`src/design/frpq_pkg.sv`:
```
// ----------------------------------------------------------------------------
// frpq_pkg
// Types and constants shared by the framed packet receive queue modules.
// ----------------------------------------------------------------------------
package frpq_pkg;

   localparam logic [5:0] PAYLOAD_OFFSET = 6'd13;
   localparam logic [5:0] MIN_FRAME      = 6'd14;
   localparam logic [5:0] MAX_FRAME      = 6'd54;
   localparam logic [5:0] COUNT_MAX      = 6'd63;
   localparam logic [5:0] MAGIC_BYTES    = 6'd4;
   localparam logic [5:0] LENGTH_POS     = 6'd7;

   // frame magic, index 0 is the first byte: M E T T
   localparam logic [3:0][7:0] MAGIC = {8'h54, 8'h54, 8'h45, 8'h4D};

   localparam int QUEUE_DEPTH = 2;

   typedef enum logic {
      CMD_BYTE = 1'b0,
      CMD_POP  = 1'b1
   } cmd_type;

   typedef struct packed {
      logic       cmd;
      logic [7:0] frame_byte;
      logic       frame_end;
   } req_type;

   typedef struct packed {
      logic [7:0] payload_byte;
      logic [4:0] payload_len;
      logic       last;
      logic       empty_res;
      logic [3:0] packets_waiting;
   } rsp_type;

   // one pop order, front to back
   typedef struct packed {
      logic       is_empty;
      logic [5:0] slot;
      logic [3:0] waiting;
   } desc_type;

   // store writes, front to back
   typedef struct packed {
      logic       byte_en;
      logic [5:0] byte_slot;
      logic [5:0] byte_off;
      logic [7:0] byte_data;
      logic       len_en;
      logic [5:0] len_slot;
      logic [5:0] len_val;
   } commit_type;

endpackage

```
`src/design/framed_packet_receive_queue.sv`:
```
// ----------------------------------------------------------------------------
// framed_packet_receive_queue
// Checks received frames, keeps good payloads in a drop-oldest packet ring
// and streams the oldest packet out on a pop command.
// ----------------------------------------------------------------------------
// Frame byte: one cycle per beat while busy is low. A pop with an idle back end
// passes the queue, the back end's IDLE and CHECK states and the registered
// store read, then streams one byte per cycle (set by the one read port of the
// payload store); a pop with nothing to stream gives one beat from CHECK.
// Up to two pops queue between front and back; busy rises while the queue is
// full or the slot being filled is still queued or streaming.
// Reset is synchronous: ring pointers and frame state clear at once; stores
// are not cleared and need no clearing pass.
// ----------------------------------------------------------------------------
module framed_packet_receive_queue #(
   parameter int SLOTS   = 16,
   parameter int MAX_LEN = 32
) (
   input  logic               clock,
   input  logic               reset,
   input  logic               start,
   output logic               busy,
   input  frpq_pkg::req_type  req_data,
   output logic               rsp_valid,
   output frpq_pkg::rsp_type  rsp_data
);
   import frpq_pkg::*;

   logic       desc_push, q_full, q_hit, b_hit, q_valid, q_pop;
   desc_type   desc_data, q_head;
   commit_type commit;
   logic [5:0] probe_slot;

   frpq_front #(
      .SLOTS   (SLOTS),
      .MAX_LEN (MAX_LEN)
   ) u_front (
      .clock      (clock),
      .reset      (reset),
      .start      (start),
      .req_data   (req_data),
      .q_full     (q_full),
      .q_hit      (q_hit),
      .b_hit      (b_hit),
      .busy       (busy),
      .desc_push  (desc_push),
      .desc_data  (desc_data),
      .commit     (commit),
      .probe_slot (probe_slot)
   );

   frpq_queue u_queue (
      .clock      (clock),
      .reset      (reset),
      .push       (desc_push),
      .push_data  (desc_data),
      .pop        (q_pop),
      .head       (q_head),
      .head_valid (q_valid),
      .full       (q_full),
      .probe_slot (probe_slot),
      .hit        (q_hit)
   );

   frpq_back #(
      .SLOTS   (SLOTS),
      .MAX_LEN (MAX_LEN)
   ) u_back (
      .clock      (clock),
      .reset      (reset),
      .commit     (commit),
      .q_head     (q_head),
      .q_valid    (q_valid),
      .q_pop      (q_pop),
      .probe_slot (probe_slot),
      .b_hit      (b_hit),
      .rsp_valid  (rsp_valid),
      .rsp_data   (rsp_data)
   );

endmodule

```
`src/design/frpq_front.sv`:
```
// ----------------------------------------------------------------------------
// frpq_front
// Accepts beats, checks frames, fills the payload store and issues pop orders.
// ----------------------------------------------------------------------------
module frpq_front #(
   parameter int SLOTS   = 16,
   parameter int MAX_LEN = 32
) (
   input  logic                  clock,
   input  logic                  reset,
   input  logic                  start,
   input  frpq_pkg::req_type     req_data,
   input  logic                  q_full,
   input  logic                  q_hit,
   input  logic                  b_hit,
   output logic                  busy,
   output logic                  desc_push,
   output frpq_pkg::desc_type    desc_data,
   output frpq_pkg::commit_type  commit,
   output logic [5:0]            probe_slot
);
   import frpq_pkg::*;

   localparam int SW = $clog2(SLOTS);
   localparam logic [SW:0] SLOT_CNT = (SW+1)'(SLOTS);

   logic [SW-1:0] read_ff, read_in, write_ff, write_in;
   logic [5:0]    count_ff, count_in;
   logic          hdr_ff, hdr_in;
   logic [7:0]    decl_ff, decl_in;

   logic          accept;
   logic [5:0]    pos, cnt_next;
   logic          hdr_next, good, in_payload, ring_empty;
   logic [7:0]    decl_next;
   logic [SW-1:0] read_next, write_next;
   logic [SW:0]   wait_full;

   function automatic logic [SW-1:0] adv(input logic [SW-1:0] s);
      return (s == SW'(SLOTS - 1)) ? '0 : s + 1'b1;
   endfunction

   assign busy       = q_full | q_hit | b_hit;
   assign accept     = start & ~busy;
   assign probe_slot = 6'(write_ff);

   always_comb begin
      pos      = count_ff;
      hdr_next = hdr_ff;
      if (pos < MAGIC_BYTES && req_data.frame_byte != MAGIC[pos[1:0]]) begin
         hdr_next = 1'b0;
      end
      decl_next  = (pos == LENGTH_POS) ? req_data.frame_byte : decl_ff;
      cnt_next   = (pos < COUNT_MAX) ? pos + 6'd1 : COUNT_MAX;
      good       = cnt_next >= MIN_FRAME && cnt_next <= MAX_FRAME && hdr_next &&
                   decl_next < 8'(MAX_LEN) &&
                   (9'(PAYLOAD_OFFSET) + {1'b0, decl_next}) <= {3'b000, cnt_next};
      in_payload = pos >= PAYLOAD_OFFSET && (pos - PAYLOAD_OFFSET) < 6'(MAX_LEN);
      read_next  = adv(read_ff);
      write_next = adv(write_ff);
      ring_empty = read_ff == write_ff;
      if (write_ff >= read_next) begin
         wait_full = {1'b0, write_ff} - {1'b0, read_next};
      end else begin
         wait_full = {1'b0, write_ff} + SLOT_CNT - {1'b0, read_next};
      end

      read_in   = read_ff;
      write_in  = write_ff;
      count_in  = count_ff;
      hdr_in    = hdr_ff;
      decl_in   = decl_ff;
      commit    = '0;
      desc_push = 1'b0;
      desc_data = '0;

      if (accept && req_data.cmd == CMD_BYTE) begin
         count_in         = cnt_next;
         hdr_in           = hdr_next;
         decl_in          = decl_next;
         commit.byte_en   = in_payload;
         commit.byte_slot = 6'(write_ff);
         commit.byte_off  = pos - PAYLOAD_OFFSET;
         commit.byte_data = req_data.frame_byte;
         if (req_data.frame_end) begin
            if (good) begin
               commit.len_en   = 1'b1;
               commit.len_slot = 6'(write_ff);
               commit.len_val  = 6'(decl_next);
               write_in        = write_next;
               if (read_ff == write_next) begin
                  read_in = read_next;
               end
            end
            count_in = '0;
            hdr_in   = 1'b1;
            decl_in  = '0;
         end
      end else if (accept) begin
         desc_push = 1'b1;
         if (ring_empty) begin
            desc_data.is_empty = 1'b1;
         end else begin
            desc_data.slot    = 6'(read_ff);
            desc_data.waiting = 4'(wait_full);
            read_in           = read_next;
         end
      end
   end

   always_ff @(posedge clock) begin
      if (reset) begin
         read_ff  <= '0;
         write_ff <= '0;
         count_ff <= '0;
         hdr_ff   <= 1'b1;
         decl_ff  <= '0;
      end else begin
         read_ff  <= read_in;
         write_ff <= write_in;
         count_ff <= count_in;
         hdr_ff   <= hdr_in;
         decl_ff  <= decl_in;
      end
   end

   a_commit_leaves_ring_nonempty: assert property (@(posedge clock) disable iff (reset)
      commit.len_en |=> read_ff != write_ff)
      else $error("ring empty after commit");

endmodule

```
`src/design/frpq_queue.sv`:
```
// ----------------------------------------------------------------------------
// frpq_queue
// Short queue of pop orders between front and back, with a slot lookup.
// ----------------------------------------------------------------------------
module frpq_queue (
   input  logic                clock,
   input  logic                reset,
   input  logic                push,
   input  frpq_pkg::desc_type  push_data,
   input  logic                pop,
   output frpq_pkg::desc_type  head,
   output logic                head_valid,
   output logic                full,
   input  logic [5:0]          probe_slot,
   output logic                hit
);
   import frpq_pkg::*;

   localparam int QW = $clog2(QUEUE_DEPTH);

   desc_type        entry_ff [QUEUE_DEPTH];
   logic [QUEUE_DEPTH-1:0] vld_ff;
   logic [QW-1:0]   wr_ptr_ff, rd_ptr_ff;

   function automatic logic [QW-1:0] adv(input logic [QW-1:0] p);
      return (p == QW'(QUEUE_DEPTH - 1)) ? '0 : p + 1'b1;
   endfunction

   assign head       = entry_ff[rd_ptr_ff];
   assign head_valid = vld_ff[rd_ptr_ff];
   assign full       = vld_ff[wr_ptr_ff];

   always_comb begin
      hit = 1'b0;
      for (int i = 0; i < QUEUE_DEPTH; i++) begin
         if (vld_ff[i] && !entry_ff[i].is_empty && entry_ff[i].slot == probe_slot) begin
            hit = 1'b1;
         end
      end
   end

   always_ff @(posedge clock) begin
      if (reset) begin
         vld_ff    <= '0;
         wr_ptr_ff <= '0;
         rd_ptr_ff <= '0;
      end else begin
         if (push) begin
            vld_ff[wr_ptr_ff] <= 1'b1;
            wr_ptr_ff         <= adv(wr_ptr_ff);
         end
         if (pop) begin
            vld_ff[rd_ptr_ff] <= 1'b0;
            rd_ptr_ff         <= adv(rd_ptr_ff);
         end
      end
   end

   always_ff @(posedge clock) begin
      if (push) begin
         entry_ff[wr_ptr_ff] <= push_data;
      end
   end

   a_no_push_when_full: assert property (@(posedge clock) disable iff (reset)
      push |-> !full)
      else $error("push into full queue");

endmodule

```
`src/design/frpq_back.sv`:
```
// ----------------------------------------------------------------------------
// frpq_back
// Holds the payload and length stores and streams popped packets as beats.
// ----------------------------------------------------------------------------
module frpq_back #(
   parameter int SLOTS   = 16,
   parameter int MAX_LEN = 32
) (
   input  logic                  clock,
   input  logic                  reset,
   input  frpq_pkg::commit_type  commit,
   input  frpq_pkg::desc_type    q_head,
   input  logic                  q_valid,
   output logic                  q_pop,
   input  logic [5:0]            probe_slot,
   output logic                  b_hit,
   output logic                  rsp_valid,
   output frpq_pkg::rsp_type     rsp_data
);
   import frpq_pkg::*;

   localparam int SW    = $clog2(SLOTS);
   localparam int LW    = $clog2(MAX_LEN);
   localparam int DEPTH = SLOTS * MAX_LEN;
   localparam int AW    = $clog2(DEPTH);

   typedef enum logic [1:0] {
      IDLE,
      CHECK,
      STREAM
   } state_type;

   logic [7:0]    store_ff [DEPTH];
   logic [LW-1:0] slen_ff [SLOTS];

   state_type     state_ff;
   desc_type      cur_ff;
   logic [LW-1:0] idx_ff, len_ff, len_rd_ff;
   logic [7:0]    byte_rd_ff;
   logic          out_valid_ff, out_last_ff, out_empty_ff;
   logic [4:0]    out_len_ff;
   logic [3:0]    out_wait_ff;

   logic [AW-1:0] wr_addr, rd_addr;

   assign wr_addr = AW'(commit.byte_slot[SW-1:0]) * AW'(MAX_LEN) + AW'(commit.byte_off[LW-1:0]);
   assign rd_addr = AW'(cur_ff.slot[SW-1:0]) * AW'(MAX_LEN) + AW'(idx_ff);

   assign q_pop = state_ff == IDLE && q_valid;
   assign b_hit = state_ff != IDLE && !cur_ff.is_empty && cur_ff.slot == probe_slot;

   assign rsp_valid                = out_valid_ff;
   assign rsp_data.payload_byte    = out_empty_ff ? 8'd0 : byte_rd_ff;
   assign rsp_data.payload_len     = out_len_ff;
   assign rsp_data.last            = out_last_ff;
   assign rsp_data.empty_res       = out_empty_ff;
   assign rsp_data.packets_waiting = out_wait_ff;

   always_ff @(posedge clock) begin
      if (commit.byte_en) begin
         store_ff[wr_addr] <= commit.byte_data;
      end
      byte_rd_ff <= store_ff[rd_addr];
   end

   always_ff @(posedge clock) begin
      if (commit.len_en) begin
         slen_ff[commit.len_slot[SW-1:0]] <= commit.len_val[LW-1:0];
      end
      len_rd_ff <= slen_ff[q_head.slot[SW-1:0]];
   end

   always_ff @(posedge clock) begin
      if (reset) begin
         state_ff     <= IDLE;
         out_valid_ff <= 1'b0;
      end else begin
         out_valid_ff <= 1'b0;
         unique case (state_ff)
            IDLE: begin
               if (q_valid) begin
                  cur_ff   <= q_head;
                  idx_ff   <= '0;
                  state_ff <= CHECK;
               end
            end
            CHECK: begin
               if (cur_ff.is_empty || len_rd_ff == '0) begin
                  out_valid_ff <= 1'b1;
                  out_last_ff  <= 1'b1;
                  out_empty_ff <= 1'b1;
                  out_len_ff   <= '0;
                  out_wait_ff  <= cur_ff.waiting;
                  state_ff     <= IDLE;
               end else begin
                  len_ff   <= len_rd_ff;
                  state_ff <= STREAM;
               end
            end
            STREAM: begin
               out_valid_ff <= 1'b1;
               out_last_ff  <= idx_ff == len_ff - 1'b1;
               out_empty_ff <= 1'b0;
               out_len_ff   <= 5'(len_ff);
               out_wait_ff  <= cur_ff.waiting;
               idx_ff       <= idx_ff + 1'b1;
               if (idx_ff == len_ff - 1'b1) begin
                  state_ff <= IDLE;
               end
            end
            default: begin
               state_ff <= IDLE;
            end
         endcase
      end
   end

   a_stream_len_nonzero: assert property (@(posedge clock) disable iff (reset)
      state_ff == STREAM |-> len_ff != '0)
      else $error("streaming a zero-length packet");

   a_stream_gives_beat: assert property (@(posedge clock) disable iff (reset)
      state_ff == STREAM |=> rsp_valid)
      else $error("stream cycle without result beat");

   a_empty_is_last: assert property (@(posedge clock) disable iff (reset)
      rsp_valid && out_empty_ff |-> out_last_ff)
      else $error("empty result without last mark");

endmodule
```
`config.mk`:
```
export PLATFORM = sky130hd
export DESIGN_NAME = framed_packet_receive_queue
export DESIGN_NICKNAME = d
export VERILOG_FILES = /design/src/design/frpq_pkg.sv /design/src/design/framed_packet_receive_queue.sv /design/src/design/frpq_front.sv /design/src/design/frpq_queue.sv /design/src/design/frpq_back.sv
export SDC_FILE = /design/constraint.sdc
export NUM_CORES = 2
export LEC_CHECK = 0
export BUFFER_PORTS_ARGS = -buffer_cell sky130_fd_sc_hd__buf_4
export CELL_PAD_IN_SITES_DETAIL_PLACEMENT = 0
export CELL_PAD_IN_SITES_GLOBAL_PLACEMENT = 2
export CORE_UTILIZATION = 47
export CTS_BUF_LIST = sky130_fd_sc_hd__clkbuf_4 sky130_fd_sc_hd__clkbuf_8
export CTS_CLUSTER_SIZE = 40
export DETAILED_ROUTE_END_ITERATION = 16
export GPL_ROUTABILITY_DRIVEN = 1
export HOLD_SLACK_MARGIN = 0.12
export PLACE_DENSITY_LB_ADDON = 0.1
export SETUP_SLACK_MARGIN = 0.02
export SLEW_MARGIN = 20
export SYNTH_ARGS = -nofsm -noshare
export SYNTH_HDL_FRONTEND = slang
export SYNTH_MEMORY_MAX_BITS = 65536
export SYNTH_SLANG_ARGS = --single-unit
```
`constraint.sdc`:
```
create_clock -name clock -period 10.15 [get_ports clock]
set_clock_uncertainty 0.1 [all_clocks]
set_input_delay 1.5225 -clock clock [delete_from_list [all_inputs] [get_ports clock]]
set_output_delay 1.5225 -clock clock [all_outputs]
set_load 0.01 [all_outputs]
```
==> metrics.txt <==
Synthesized Nets 8546; post-synth top area cell edfxtp_1; Detailed Route Iter0 Violations 8950; num rows ~220; crit path capture type flip-flop; CTS Hold Bufs 0; Gate Count Post-Synth approximately 8.5k; # H-tree levels 6; HP Class reg2reg; Root Driver clkbuf_8; post-cts sizing count 0; GRT Overall Usage 0.2615; Slew headroom 0.1681; vias in the first global route 90.67k; Cell Area, Placed about 180000 µm²; crit start category flip-flop; CTS tree yes; clk_lat worst skew about 1200 ps; Post-CTS Setup Bufs 0; Seq/Total Area, Yosys 0.7569; drt first pass iters 5; Setup TNS 0 ps; Crit path arrival time approximately 7000 ps; post-route insts no fill roughly 15k; Leakage roughly 0.063 µW; synth warn 0; wire per inst around 33 µm; Finished Cell Area around 190000 µm²; most common cell after layout, fill and taps aside edfxtp_1; largest cells by area after synthesis edfxtp_1 75%, mux4_2 9.4%, mux2i_1 3.7%; final hold violations 0; chip width around 600 µm; Port Buf Inserts 33; status finished, final reports clean; Post-Place Setup Slack ~3800 ps; Setup violations, final 0; core box area 356500 µm²; die area about 360000 µm²; via count 88.82k; Final Cycle Share 0.6154; Final Critical Period 6246 ps; RSZ-0062 raised after global routing false; Post-synth EDFFs 4224; syn avg cell area approximately 20 µm²; Max VDD drop about 0.12 mV; Worst Slack Setup Final 3904 ps; Starting Density 0.4733; dpl hpwl between 200 and 300 mm; Worst Max-Slew Pin Slew between 1000 and 1500 ps; first-pass GRT wire length between 600 and 700 mm; Layout Utilization 0.5359; initial antenna violation count 21; CP Data Required Time about 11000 ps; area delta synth->final 13.21%; floorplan die height ~600 µm; # clock sinks around 4.3k; Synth Flop Type edfxtp_1; clk slew on worst S/H paths ~60 ps; Slew Limit Fails 0; fin nets approximately 9.3k; fraction of registers with async set/reset 0; synthesized flop and latch total 4268; vias per cell ~6.1; most frequent cells in the layout 4224 x edfxtp_1, 713 x clkbuf_8, 706 x mux4_2; f_max approximately 160 MHz; remaining routing DRC violations 0; crit-path max FO 19; DRT antenna net count 0; Distinct cells, synth 87; Routed WL approximately 480 mm; # IOs 34; Placed Cells about 13k; largest net degree at the start of global routing ~190; share of the synthesized area in the top cell type 0.7517; Netlist Area Pre-Place about 170000 µm²; PD cells 187.3 nW/µm²; GRT overflow 0; CP Class reg2reg; layout cell share with drive strength beyond 1 0.2691; max-cap violations 0; CTS max path bufs 4; CTS Buf Count around 700; gpl congestion ~0.81
[logic make-up after synthesis]
family,synth area share
flops,0.7569
fa+ha+maj,0.001602
buf+inv,0.02319
mux,0.1425
simple gates,0.03212
xor+xnor,0.002024
compound gates,0.04163
[stage by stage]
stage / power, µW / hold slack [ps]
2_1_floorplan: 20640 / 300.3
3_3_place_gp: 21190 / 313.4
3_5_place_dp: 21220 / 315.0
4_1_cts: 36080 / 328.4
5_1_grt: 36860 / 339.7
6_report: 35770 / 327.5
[power by group]
| group | internal (µW) | leakage (µW) | switching, µW |
|---|---|---|---|
| registers | 19300 | 0.0392 | 11.9 |
| clock network | 8020 | 0.00725 | 6920 |
| logic | 461 | 0.0161 | 1030 |
[area by class of cell]
| class | count | area [µm²] |
|---|---|---|
| Tap cell | 4751 | 5944 |
| Fill cell | 27900 | 165500 |
| Inverter | 35 | 151.4 |
| Antenna cell | 8 | 20.02 |
| Timing Repair Buffer | 685 | 5719 |
| Clock buffer | 929 | 11430 |
| Multi-Input combinational cell | 3583 | 37690 |
| Sequential cell | 4268 | 127700 |
| Clock inverter | 344 | 2346 |
[synth_stat cells (44+ instances only)]
master / n
o22ai_1: 46
o221ai_1: 167
buf_2: 200
nor3_1: 542
o21ai_0: 132
nand3_1: 54
clkbuf_1: 258
mux4_1: 58
a22oi_1: 54
nor2_1: 92
a221oi_1: 138
dfxtp_1: 44
edfxtp_1: 4224
nand2_1: 291
mux4_2: 706
a21oi_1: 205
mux2i_1: 621
[worst max-delay path, stage by stage (launching register included)]
cell     delay (ps)
dfxtp_1         560
ha_1            380
nand2_1         160
or4_1           670
mux2i_1         550
inv_1           140
ha_1            240
xor2_1          170
ha_1            360
a21o_1          170
a21o_1          170
a211o_1         300
a21oi_1         200
o211a_1         410
nand2_2         380
nor4_1          900
[routing by layer]
metal  vias to the layer above  track usage  part of all wire
met1                     47290       0.3752              0.43
met5                         -            0          0.000027
li1                      37270            -                 -
met2                      3545       0.4178              0.48
met4                         2      0.06715             0.025
met3                       719      0.04482             0.072
[final timing paths]
kind	from	slack (ps)	end	cells after the start
setup / recovery	u_front.count_ff[0]$_SDFFE_PP0P_	3900	u_back.slen_ff[8][1]$_DFFE_PP_	15
hold / removal	u_back.len_rd_ff[4]$_DFF_P_	330	u_back.len_ff[4]$_DFFE_PP_	0
setup reg to reg	u_front.count_ff[0]$_SDFFE_PP0P_	3900	u_back.slen_ff[8][1]$_DFFE_PP_	15
hold reg to reg	u_back.len_rd_ff[4]$_DFF_P_	330	u_back.len_ff[4]$_DFFE_PP_	0
[registers in the layout (all words and copies together) (netlist names), 5 cells and up, named ones only]
signal             cells
u_back.byte_rd_ff      8
u_back.cur_ff          9
u_back.idx_ff          5
u_back.len_ff          5
u_back.len_rd_ff       5
u_back.out_len_ff      5
u_back.slen_ff        80
u_back.store_ff     4096
u_front.count_ff       6
u_front.decl_ff        8
u_queue.entry_ff      18
(Power assumes the default switching activity.)
